## src/sv/ud32_pkg.sv

```systemverilog
// Shared types and constants of the 32-by-16 unsigned divider.
package ud32_pkg;

  localparam int unsigned DataW         = 16;
  localparam int unsigned ByteW         = 8;
  localparam int unsigned NumSteps      = DataW;
  localparam int unsigned NumStages     = 4;
  localparam int unsigned StepsPerStage = NumSteps / NumStages;
  // Prep register plus one register per divide stage.
  localparam int unsigned Latency       = NumStages + 1;

  typedef struct packed {
    logic             word_mode;
    logic [DataW-1:0] dividend_high;
    logic [DataW-1:0] dividend_low;
    logic [DataW-1:0] divisor;
  } div_in_t;

  typedef struct packed {
    logic [DataW-1:0] quotient;
    logic [DataW-1:0] remainder;
    logic             divide_error;
  } div_out_t;

  // Partial remainder, dividend bits shifting out the top while quotient
  // bits shift in at the bottom, and the divisor.
  typedef struct packed {
    logic             err;
    logic [DataW-1:0] rem;
    logic [DataW-1:0] qd;
    logic [DataW-1:0] dvs;
  } div_pipe_t;

endpackage

```

## src/sv/unsigned_divide_32_by_16.sv

```systemverilog
// Pipelined unsigned divider, 32/16 word mode and 16/8 byte mode.
//
// Usage:
//   An operation is taken at a rising edge with start high and busy low.
//   in_i carries word_mode, dividend_high (DX), dividend_low (AX), divisor.
//   Each result appears on res_o for one cycle with done_o high; the
//   receiver cannot hold it off, and no stall path exists.
//   From the accepting edge an operation passes one prep register and
//   then four stages of four restoring steps, each a 17-bit compare
//   and subtract, to the edge that takes the result.
//   Throughput: one operation per cycle, back to back, as long as start
//   stays high and busy is low.
//   Byte mode returns quotient and remainder in bits 7..0, upper bits zero.
//   A zero divisor or a quotient too wide for the mode sets divide_error
//   with quotient and remainder zero.
//   Reset clears all valid bits, so operations in flight are dropped. busy
//   is set by reset and cleared by the clock after reset ends, then stays low.
module unsigned_divide_32_by_16 (
  input  logic               clk_i,
  input  logic               rst_ni,
  input  logic               start,
  output logic               busy,
  input  ud32_pkg::div_in_t  in_i,
  output logic               done_o,
  output ud32_pkg::div_out_t res_o
);
  import ud32_pkg::*;

  logic      busy_q;
  logic      vld  [NumStages+1];
  div_pipe_t pipe [NumStages+1];

  always_ff @(posedge clk_i or negedge rst_ni) begin
    if (!rst_ni) begin
      busy_q <= 1'b1;
    end else begin
      busy_q <= 1'b0;
    end
  end

  assign busy = busy_q;

  ud32_prep u_prep (
    .clk_i   (clk_i),
    .rst_ni  (rst_ni),
    .valid_i (start && !busy_q),
    .in_i    (in_i),
    .valid_o (vld[0]),
    .pipe_o  (pipe[0])
  );

  for (genvar g = 0; g < NumStages; g++) begin : g_stage
    ud32_stage u_stage (
      .clk_i   (clk_i),
      .rst_ni  (rst_ni),
      .valid_i (vld[g]),
      .pipe_i  (pipe[g]),
      .valid_o (vld[g+1]),
      .pipe_o  (pipe[g+1])
    );
  end

  assign done_o             = vld[NumStages];
  assign res_o.divide_error = pipe[NumStages].err;
  assign res_o.quotient     = pipe[NumStages].err ? '0 : pipe[NumStages].qd;
  assign res_o.remainder    = pipe[NumStages].err ? '0 : pipe[NumStages].rem;

endmodule

```

## src/sv/ud32_prep.sv

```systemverilog
// Input stage: overflow and zero-divisor detection, operand setup.
module ud32_prep (
  input  logic               clk_i,
  input  logic               rst_ni,
  input  logic               valid_i,
  input  ud32_pkg::div_in_t  in_i,
  output logic               valid_o,
  output ud32_pkg::div_pipe_t pipe_o
);
  import ud32_pkg::*;

  logic      valid_q;
  div_pipe_t pipe_d, pipe_q;
  logic [ByteW-1:0] dvs8;

  always_comb begin
    dvs8   = in_i.divisor[ByteW-1:0];
    pipe_d = '0;
    if (in_i.word_mode) begin
      // Quotient fits in 16 bits only when DX < divisor.
      pipe_d.err = (in_i.divisor == '0) || (in_i.dividend_high >= in_i.divisor);
      pipe_d.rem = in_i.dividend_high;
      pipe_d.qd  = in_i.dividend_low;
      pipe_d.dvs = in_i.divisor;
    end else begin
      // Byte mode runs all steps from a zero remainder; AH < divisor keeps
      // the quotient within 8 bits.
      pipe_d.err = (dvs8 == '0) || (in_i.dividend_low[DataW-1:ByteW] >= dvs8);
      pipe_d.rem = '0;
      pipe_d.qd  = in_i.dividend_low;
      pipe_d.dvs = {{(DataW-ByteW){1'b0}}, dvs8};
    end
  end

  always_ff @(posedge clk_i or negedge rst_ni) begin
    if (!rst_ni) begin
      valid_q <= 1'b0;
    end else begin
      valid_q <= valid_i;
    end
  end

  always_ff @(posedge clk_i) begin
    if (valid_i) begin
      pipe_q <= pipe_d;
    end
  end

  assign valid_o = valid_q;
  assign pipe_o  = pipe_q;

endmodule

```

## src/sv/ud32_stage.sv

```systemverilog
// One pipeline stage of restoring division steps.
module ud32_stage (
  input  logic                clk_i,
  input  logic                rst_ni,
  input  logic                valid_i,
  input  ud32_pkg::div_pipe_t pipe_i,
  output logic                valid_o,
  output ud32_pkg::div_pipe_t pipe_o
);
  import ud32_pkg::*;

  logic       valid_q;
  div_pipe_t  pipe_d, pipe_q;
  logic [DataW:0] sh;

  always_comb begin
    pipe_d = pipe_i;
    sh     = '0;
    for (int unsigned s = 0; s < StepsPerStage; s++) begin
      sh        = {pipe_d.rem, pipe_d.qd[DataW-1]};
      pipe_d.qd = {pipe_d.qd[DataW-2:0], 1'b0};
      if (sh >= {1'b0, pipe_d.dvs}) begin
        sh           = sh - {1'b0, pipe_d.dvs};
        pipe_d.qd[0] = 1'b1;
      end
      // Remainder stays below the divisor, so the top bit is clear here.
      pipe_d.rem = sh[DataW-1:0];
    end
  end

  always_ff @(posedge clk_i or negedge rst_ni) begin
    if (!rst_ni) begin
      valid_q <= 1'b0;
    end else begin
      valid_q <= valid_i;
    end
  end

  always_ff @(posedge clk_i) begin
    if (valid_i) begin
      pipe_q <= pipe_d;
    end
  end

  assign valid_o = valid_q;
  assign pipe_o  = pipe_q;

endmodule

```

## config.mk

```make
export PLATFORM = sky130hd
export DESIGN_NAME = unsigned_divide_32_by_16
export DESIGN_NICKNAME = d
export VERILOG_FILES = /design/src/sv/ud32_pkg.sv /design/src/sv/unsigned_divide_32_by_16.sv /design/src/sv/ud32_prep.sv /design/src/sv/ud32_stage.sv
export SDC_FILE = /design/constraint.sdc
export NUM_CORES = 1
export LEC_CHECK = 0
export CAP_MARGIN = 20
export CORE_MARGIN = 5
export CORE_UTILIZATION = 45
export CTS_CLUSTER_DIAMETER = 200
export DETAILED_ROUTE_END_ITERATION = 12
export DONT_BUFFER_PORTS = 1
export PLACE_DENSITY = 0.69
export SYNTH_ARGS = -nofsm -noshare
export SYNTH_HDL_FRONTEND = slang
export SYNTH_SLANG_ARGS = --single-unit
```

## constraint.sdc

```tcl
create_clock -name clk_i -period 30 [get_ports clk_i]
set_clock_uncertainty 0.05 [all_clocks]
set_input_delay 0 -clock clk_i [delete_from_list [all_inputs] [get_ports clk_i]]
set_output_delay 0 -clock clk_i [all_outputs]
set_load 0.02 [all_outputs]
```

==> impl_metrics.toml, run 1 <==
[outcome]
status = "complete, no violations"

[sta]
fin_tns_setup_ps = 0
slew_headroom = 0.358
rsz0062_at_grt = "no"
finalWorstPathRequiredPeriod_ps = 13250
hold_violations = 0
worst_slew_pin_slew_ps = 963
maxClockFrequency_mhz = 75.5
timing.final.crit_share = 0.442
slew_violations = 0
setup_viol = 0

[placed_design]
hpwl_um = 45700
io_buffers = 0
place.gp.congestion = 0.934

[clock_network]
clock-sinks = 235
cts_buffers = 26
cts_setup_buffers = 0
clock-root-buffer = "clkbuf_16"
clock_latency_ps = 560
h-tree-depth = 1
tritoncts = "yes"
clkTransAtPathRegs_ps = 60
clock_path_buffers = 3

[setup_path]
slowest_stage = "o21a_1"
cp.arrival_ps = 13490
required_ps = 30240
cp-start-kind = "register"
crit_top_cell = "o21ai_0"
crit_path_max_fanout = 24
end_kind = "register"
max_stage_delay_ps = 690
critPathKind = "register to register"

[hold_path]
worstHoldPathType = "input port to register"

[detailed_routing]
drt_iter0_markers = 1051
vias = 18000
routed_wirelength_um = 57300
drt_first_pass_iters = 5
drcViolationCount = 0
wl_per_cell_um = 18.4
via_per_inst = 5.77
ant_nets = 0

[yosys]
ys.flop_type = "edfxtp_1"
synth_edf_count = 229
synth_cell_types = 86
ys_top_cells_by_area = "edfxtp_1, ha_1, mux2_2"
netlist_area_um2 = 22500
synth.yosys.seq_area_share = 0.312
yosysWarnings = 0
synth_seq_cells = 235
synthesis.nets = 2716
ys_async_sr_fraction = 0.0255
synth.largest_area_cell = "edfxtp_1"
synthTopCellsByCount = "ha_1, edfxtp_1, a21oi_1, inv_1, nor2_1"
synthCells = 2368
synth.most_common_cell = "ha_1"
avgSynthCellArea_um2 = 9.51
yosys.area.top_type_share = 0.305

[global_routing]
grt_max_degree = 51
gr-total-overflow = 0
track_usage = 0.204
gr-usage-met2 = 0.355
antenna_found_initial = 1
grt_pass1_wl_um = 91500
top_usage_layer = "met2"
grt_pass1_vias = 17800
global_route.usage.met1 = 0.263
grt_use_met3 = 0.0229

[floorplan]
row_count = 82
ios = 87
die_area_um2 = 54600
coreArea_um2 = 49900
die_h_um = 234
dieWidth_um = 234
start_util = 0.452

[layout]
drive_gt1_frac = 0.102
layout.nets = 2773
nFillCells = 4588
area_delta_synth_final_pct = 9.88

[job]
maxCapViolCount = 0
repair_timing:
| action | in CTS | in global routing |
|---|---|---|
| hold buffers | 56 | 0 |
| gates resized for setup | 0 | 0 |
| hold endpoints to repair | 56 | 0 |
worst max-delay path, delay by kind of cell, from the launching register on:
kind / cells / cell delay, ps
simple gates: 7 / 1600
buf+inv: 4 / 700
mux: 3 / 1210
fa+ha+maj: 4 / 1240
compound gates: 26 / 7710
flops: 1 / 470
worst paths after layout:
kind / slack (ps) / cells after the start / start / to
max: 16750 / 44 / g_stage[0].u_stage.pipe_o[1]$_DFFE_PP_ / g_stage[1].u_stage.pipe_o[45]$_DFFE_PP_
min: 30 / 1 / in_i[17] / u_prep.pipe_o[17]$_DFFE_PP_
max reg2reg: 16750 / 44 / g_stage[0].u_stage.pipe_o[1]$_DFFE_PP_ / g_stage[1].u_stage.pipe_o[45]$_DFFE_PP_
min reg2reg: 370 / 0 / g_stage[2].u_stage.pipe_o[20]$_DFFE_PP_ / g_stage[3].u_stage.pipe_o[24]$_DFFE_PP_
max in group asynchronous: 29280 / 2 / rst_ni / busy$_DFF_PN1_
min in group asynchronous: 320 / 2 / rst_ni / g_stage[1].u_stage.valid_o$_DFF_PN0_
metrics by stage:
stage	utilization	worst slack [ps]	hold WS, ps	instance area, um2	instances
after floorplan	-	18890	-346	22500	2368
after global placement	0.467	17390	-345	23300	3012
after detailed placement	0.467	16880	-345	23300	3012
after CTS	0.496	16820	1.60	24700	3116
after global routing	0.496	15760	5.45	24700	3117
final	0.496	16750	31.2	24700	3118
final cells by class:
class / count / area, um2 / area share
multi-input combinational: 1909 / 14600 / 0.591
sequential: 235 / 7030 / 0.284
tap: 672 / 841 / 0.0340
inverter: 187 / 704 / 0.0285
clock buffer: 27 / 654 / 0.0264
timing repair buffer: 66 / 648 / 0.0262
clock inverter: 21 / 240 / 0.00971
antenna: 1 / 2.50 / 0.000101
routing by layer:
| metal | routed length [um] | vias to the layer above | part of all wire |
|---|---|---|---|
| li1 | - | 8934 | - |
| met1 | 25600 | 8481 | 0.45 |
| met2 | 27300 | 434 | 0.48 |
| met3 | 2230 | 136 | 0.039 |
| met4 | 2140 | 0 | 0.037 |
| met5 | 0 | - | 0 |
cell families (layout without fill, tap and decap cells):
group	count (synthesis)	count (layout)	synth area share
fa+ha+maj	296	296	0.170
other cells	1	2	0.000167
compound gates	628	628	0.182
mux	170	170	0.0846
flops	235	235	0.312
simple gates	641	641	0.144
buf+inv	224	301	0.0397
xor+xnor	173	173	0.0673
layout by cell type, fill, tap and decap left out, types with 19 or more instances in the layout:
cell	synthesis	layout
o21a_1	40	40
xnor2_1	118	118
nor3_1	54	54
ha_1	280	280
xor2_1	55	55
o21ai_0	135	135
dlygate4sd3_1	0	56
mux2i_1	23	23
inv_1	184	184
and2_1	31	31
nand4_1	49	49
mux2_2	139	139
o31ai_1	20	19
nand2b_1	27	27
nand2_1	119	119
nor2_1	152	152
a21o_1	63	63
edfxtp_1	229	229
nand3_1	47	47
o21bai_1	25	25
a21oi_1	194	194
a211oi_1	23	23
nor2b_1	75	74
clkbuf_16	0	26
flip-flops by register name (all words and copies together) (netlist names):
signal,count
g_stage.u_stage.pipe_o,180
u_prep.valid_o,1
busy,1
u_prep.pipe_o,49
g_stage.u_stage.valid_o,4
Power of run 1 is not shown: default switching activity piles up to over one toggle a cycle in this logic, so the estimate is an artifact.
==> run 2: changes to the inputs <==
Settings changed: ABC_AREA from default to 1, PLACE_DENSITY 0.69 to 0.71.
Clock period 30 ns to 10.87 ns, I/O delays scaled along.
==> run 2 against run 1 <==
Net effect:
- critical path type unchanged
- global-route usage grew 1.5 points
- maximum frequency rose by 36%
- cell area grew 4.8%
- core utilization is 0.26 points lower
- final cell count rose by 29%
- highest routed layer unchanged
- register-to-register slack worse by 16000 ps
- synthesized cell count is 38% higher
- worst hold slack got worse by 12 ps
- die area rose by 5.8%
==> impl_metrics.toml, run 2 <==
[detailed_routing]
drt_iter0_markers = 1642
vias = 21500
ant_nets = 0
via_per_inst = 5.36
wl_per_cell_um = 16.1
drcViolationCount = 0
routed_wirelength_um = 64600
drt_first_pass_iters = 5

[global_routing]
track_usage = 0.219
grt_max_degree = 51
gr-total-overflow = 0
grt_pass1_vias = 20200
grt_pass1_wl_um = 104000
antenna_found_initial = 0

[clock_network]
tritoncts = "yes"
clkTransAtPathRegs_ps = 60
clock_path_buffers = 3
clock-sinks = 235
h-tree-depth = 1
clock_latency_ps = 560
cts_buffers = 28
clock-root-buffer = "clkbuf_16"

[layout]
mostFrequentLayoutCell = "nand2_1"
post-route-util = 0.494
layout_common_cells = "nand2_1, inv_1, ha_1"
drive_gt1_frac = 0.0440
area_delta_synth_final_pct = 8.62
largest_reg_flops = 180
finalInstanceArea_um2 = 25900
layout.nets = 3645
nFillCells = 5118

[sta]
fin_tns_setup_ps = 0
slew_headroom = 0.333
rsz0062_at_grt = "no"
timing.final.crit_share = 0.896
hold_violations = 0
setup_viol = 0
fin_ws_ps = 1130
slew_violations = 0
worst_slew_pin_slew_ps = 975
maxClockFrequency_mhz = 103
finalWorstPathRequiredPeriod_ps = 9740

[yosys]
synthesis.nets = 3604
synth.yosys.seq_area_share = 0.294
ys.flop_type = "edfxtp_1"
avgSynthCellArea_um2 = 7.34
synth_edf_count = 229
synthCells = 3256
ys_async_sr_fraction = 0.0255
yosysWarnings = 0
synth.most_common_cell = "nand2_1"
netlist_area_um2 = 23900
synth_seq_cells = 235
synth.largest_area_cell = "edfxtp_1"
yosys.area.top_type_share = 0.288
synth_cell_types = 57
synthTopCellsByCount = "nand2_1, inv_1, ha_1, a21oi_1, edfxtp_1"
ys_top_cells_by_area = "edfxtp_1, nand2_1, ha_1"

[placed_design]
io_buffers = 0
place.gp.congestion = 0.981
dpl-instance-area_um2 = 24500
place_ws_ps = 1040
hpwl_um = 51300

[floorplan]
dieWidth_um = 240
start_util = 0.455
row_count = 84
die_h_um = 240
die_area_um2 = 57800
ios = 87
coreArea_um2 = 52600

[setup_path]
crit_path_max_fanout = 23
crit_buf_inv = 6
rr_endpoint = "g_stage[1].u_stage.pipe_o[45]$_DFFE_PP_"
end_kind = "register"
crit_top_cell = "nand2_1"
crit_family = "simple AND/OR/NAND/NOR gates"
max_stage_delay_ps = 530
reg2regPathDepth = 44
cp.arrival_ps = 10000
critPathKind = "register to register"
rr_startpoint = "g_stage[0].u_stage.pipe_o[8]$_DFFE_PP_"
r2r_slack_ps = 1130
slowest_stage = "o21ai_0"
required_ps = 11120
cp-start-kind = "register"

[hold_path]
hold_path_startpoint = "in_i[31]"
hold_path_depth = 1
holdPathEnd = "u_prep.pipe_o[31]$_DFFE_PP_"
worstHoldPathType = "input port to register"

[outcome]
status = "complete, no violations"

[job]
maxCapViolCount = 0
## run 2: timing repair
action                                  in CTS  in global routing
hold endpoints to repair                    56                  0
endpoints found under the setup margin       0                 17
buffers inserted                             0                  0
gates resized for setup                      0                  1
hold buffers                                56                  0
## run 2: metrics by stage
step	hold WS [ps]	cells
2_1_floorplan	-346	3256
3_3_place_gp	-345	3899
3_5_place_dp	-345	3899
4_1_cts	3.49	4007
5_1_grt	1.94	4007
6_report	19.1	4008
## run 2: area by class of cell
type	instances	area, um2	share of cell area
diodes	1	2.50	0.0000965
clock buffers	37	776	0.0299
clock inverters	15	144	0.00555
inverters	424	1590	0.0613
multi-input cells	2545	14900	0.575
flip-flops and latches	235	7030	0.271
well taps	688	861	0.0332
repair buffers	63	613	0.0236
## run 2: routing by layer
| metal | global-route usage | wire length, um |
|---|---|---|
| met5 | 0 | 0 |
| met4 | 0.0610 | 2090 |
| met3 | 0.0284 | 4290 |
| met2 | 0.363 | 29200 |
| met1 | 0.303 | 29000 |
## run 2: how the worst max path moves through the flow
stage                                                       start                                       to  cells past startpoint
final                      g_stage[0].u_stage.pipe_o[8]$_DFFE_PP_  g_stage[1].u_stage.pipe_o[45]$_DFFE_PP_                     44
after global routing       g_stage[0].u_stage.pipe_o[1]$_DFFE_PP_  g_stage[1].u_stage.pipe_o[32]$_DFFE_PP_                     43
after CTS                 g_stage[0].u_stage.pipe_o[12]$_DFFE_PP_  g_stage[1].u_stage.pipe_o[45]$_DFFE_PP_                     42
after detailed placement  g_stage[0].u_stage.pipe_o[12]$_DFFE_PP_  g_stage[1].u_stage.pipe_o[45]$_DFFE_PP_                     42
after global placement     g_stage[0].u_stage.pipe_o[8]$_DFFE_PP_  g_stage[1].u_stage.pipe_o[45]$_DFFE_PP_                     42
after floorplan            g_stage[2].u_stage.pipe_o[1]$_DFFE_PP_  g_stage[3].u_stage.pipe_o[39]$_DFFE_PP_                     47
## run 2: cell families after synthesis
logic type                 synth area share
buffers and inverters                0.0813
DFF                                   0.294
AOI/OAI and AO/OA                     0.116
xor gates and xnor gates             0.0719
and+or+nand+nor                       0.277
other                              0.000157
adders and majority gates             0.160
Power of run 2 is left out for the same reason.
==> run 3: changes to the inputs <==
Settings changed: CTS_BUF_LIST from default to sky130_fd_sc_hd__clkbuf_16.
==> run 3 against run 2 <==
Net effect:
- cell area about the same
- sequential cell count unchanged
- wire length fell by 0.33%
- non-clock buffer count unchanged
- critical path type unchanged
- final cell count hardly changed
==> impl_metrics.toml, run 3 (synthesis gave the netlist of run 2 again) <==
[clock_network]
cts_setup_buffers = 0
clkTransAtPathRegs_ps = 60
tritoncts = "yes"
h-tree-depth = 1
clock-root-buffer = "clkbuf_16"
cts_buffers = 28
clock_latency_ps = 560
clock-sinks = 235
clock_path_buffers = 3

[setup_path]
r2r_slack_ps = 1140
rr_startpoint = "g_stage[0].u_stage.pipe_o[11]$_DFFE_PP_"
reg2regPathDepth = 44
cp-start-kind = "register"
critPathKind = "register to register"
worstSetupEndpoint = "g_stage[1].u_stage.pipe_o[45]$_DFFE_PP_"
required_ps = 11120
crit_top_cell = "nand2_1"
end_kind = "register"
crit_path_max_fanout = 23
rr_endpoint = "g_stage[1].u_stage.pipe_o[45]$_DFFE_PP_"
slowest_stage = "o21ai_0"
max_stage_delay_ps = 540
cp.arrival_ps = 9980
worstSetupStartpoint = "g_stage[0].u_stage.pipe_o[11]$_DFFE_PP_"

[placed_design]
place_ws_ps = 1040
hpwl_um = 51300
dp.cells = 3899
dpl-instance-area_um2 = 24500
place.gp.congestion = 0.981
io_buffers = 0

[detailed_routing]
wl_per_cell_um = 16.1
drt_iter0_markers = 1646
ant_nets = 0
drcViolationCount = 0
drt_first_pass_iters = 8
routed_wirelength_um = 64400
vias = 21400
via_per_inst = 5.34

[sta]
maxClockFrequency_mhz = 103
slew_headroom = 0.350
fin_ws_ps = 1140
slew_violations = 0
hold_violations = 0
fin_tns_setup_ps = 0
rsz0062_at_grt = "no"
worst_slew_pin_slew_ps = 951
setup_viol = 0
timing.final.crit_share = 0.895
finalWorstPathRequiredPeriod_ps = 9730

[hold_path]
worstHoldPathType = "input port to register"

[floorplan]
dieWidth_um = 240
coreArea_um2 = 52600
row_count = 84
start_util = 0.455
die_area_um2 = 57800
ios = 87
die_h_um = 240

[layout]
finalInstanceArea_um2 = 25900
layout.nets = 3645
mostFrequentLayoutCell = "nand2_1"
largest_reg_flops = 180
layout_common_cells = "nand2_1, inv_1, ha_1"
diodes = 0
drive_gt1_frac = 0.0434
final_cells = 4007
area_delta_synth_final_pct = 8.52

[global_routing]
grt_max_degree = 51
track_usage = 0.219
antenna_found_initial = 0
gr-total-overflow = 0
grt_pass1_wl_um = 103000
grt_pass1_vias = 20200

[outcome]
status = "complete, no violations"

[job]
maxCapViolCount = 0
==> run 3: cell types whose count changed in the layout (fill, tap and decap cells not counted) <==
cell      change
clkbuf_1      -6
inv_1         +6
clkbuf_8      -2
clkinv_1      +2
diode_2       -1
==> run 3: cell type report <==
cell class / instances / area [um2]
Fill cell: 5120 / 26600
Multi-Input combinational cell: 2545 / 14900
Sequential cell: 235 / 7030
Inverter: 424 / 1590
Tap cell: 688 / 861
Clock buffer: 29 / 726
Timing Repair Buffer: 63 / 613
Clock inverter: 23 / 174
==> run 3: stage by stage <==
stage	hold WS, ps	utilization
after floorplan	-346	-
after global placement	-345	0.465
after detailed placement	-345	0.465
after CTS	3.22	0.493
after global routing	1.94	0.493
final	14.9	0.493
==> run 3: worst min-delay path by stage <==
stage | startpoint | to | slack [ps] | cells after the start
5_1_grt | in_i[21] | u_prep.pipe_o[21]$_DFFE_PP_ | 2 | 1
3_5_place_dp | rst_ni | g_stage[3].u_stage.valid_o$_DFF_PN0_ | -350 | 0
2_1_floorplan | rst_ni | g_stage[0].u_stage.valid_o$_DFF_PN0_ | -350 | 0
4_1_cts | in_i[45] | u_prep.pipe_o[48]$_DFFE_PP_ | 3 | 7
6_report | in_i[31] | u_prep.pipe_o[31]$_DFFE_PP_ | 10 | 1
3_3_place_gp | rst_ni | g_stage[3].u_stage.valid_o$_DFF_PN0_ | -350 | 0
==> run 3: critical path, delay by kind of cell, from the launching register on <==
kind	cells	cell delay, ps
flip-flops	1	420
AO/OA/AOI/OAI	13	3170
buffers and inverters	6	950
adder cells (fa/ha/maj)	4	1330
AND/OR/NAND/NOR	21	3470
==> run 3: timing repair <==
action | 4_1_cts | 5_1_grt
setup endpoints to repair | 0 | 17
hold buffers | 56 | 0
resized for setup | 0 | 1
endpoints found under the hold margin | 56 | 0
==> run 3: routing by layer <==
metal	part of all wire	global-route usage	vias up
met5	0	0	-
met4	0.031	0.0607	0
met3	0.064	0.0286	110
met2	0.45	0.362	663
met1	0.45	0.303	9686
li1	-	-	10900
Power of run 3 is left out for the same reason.
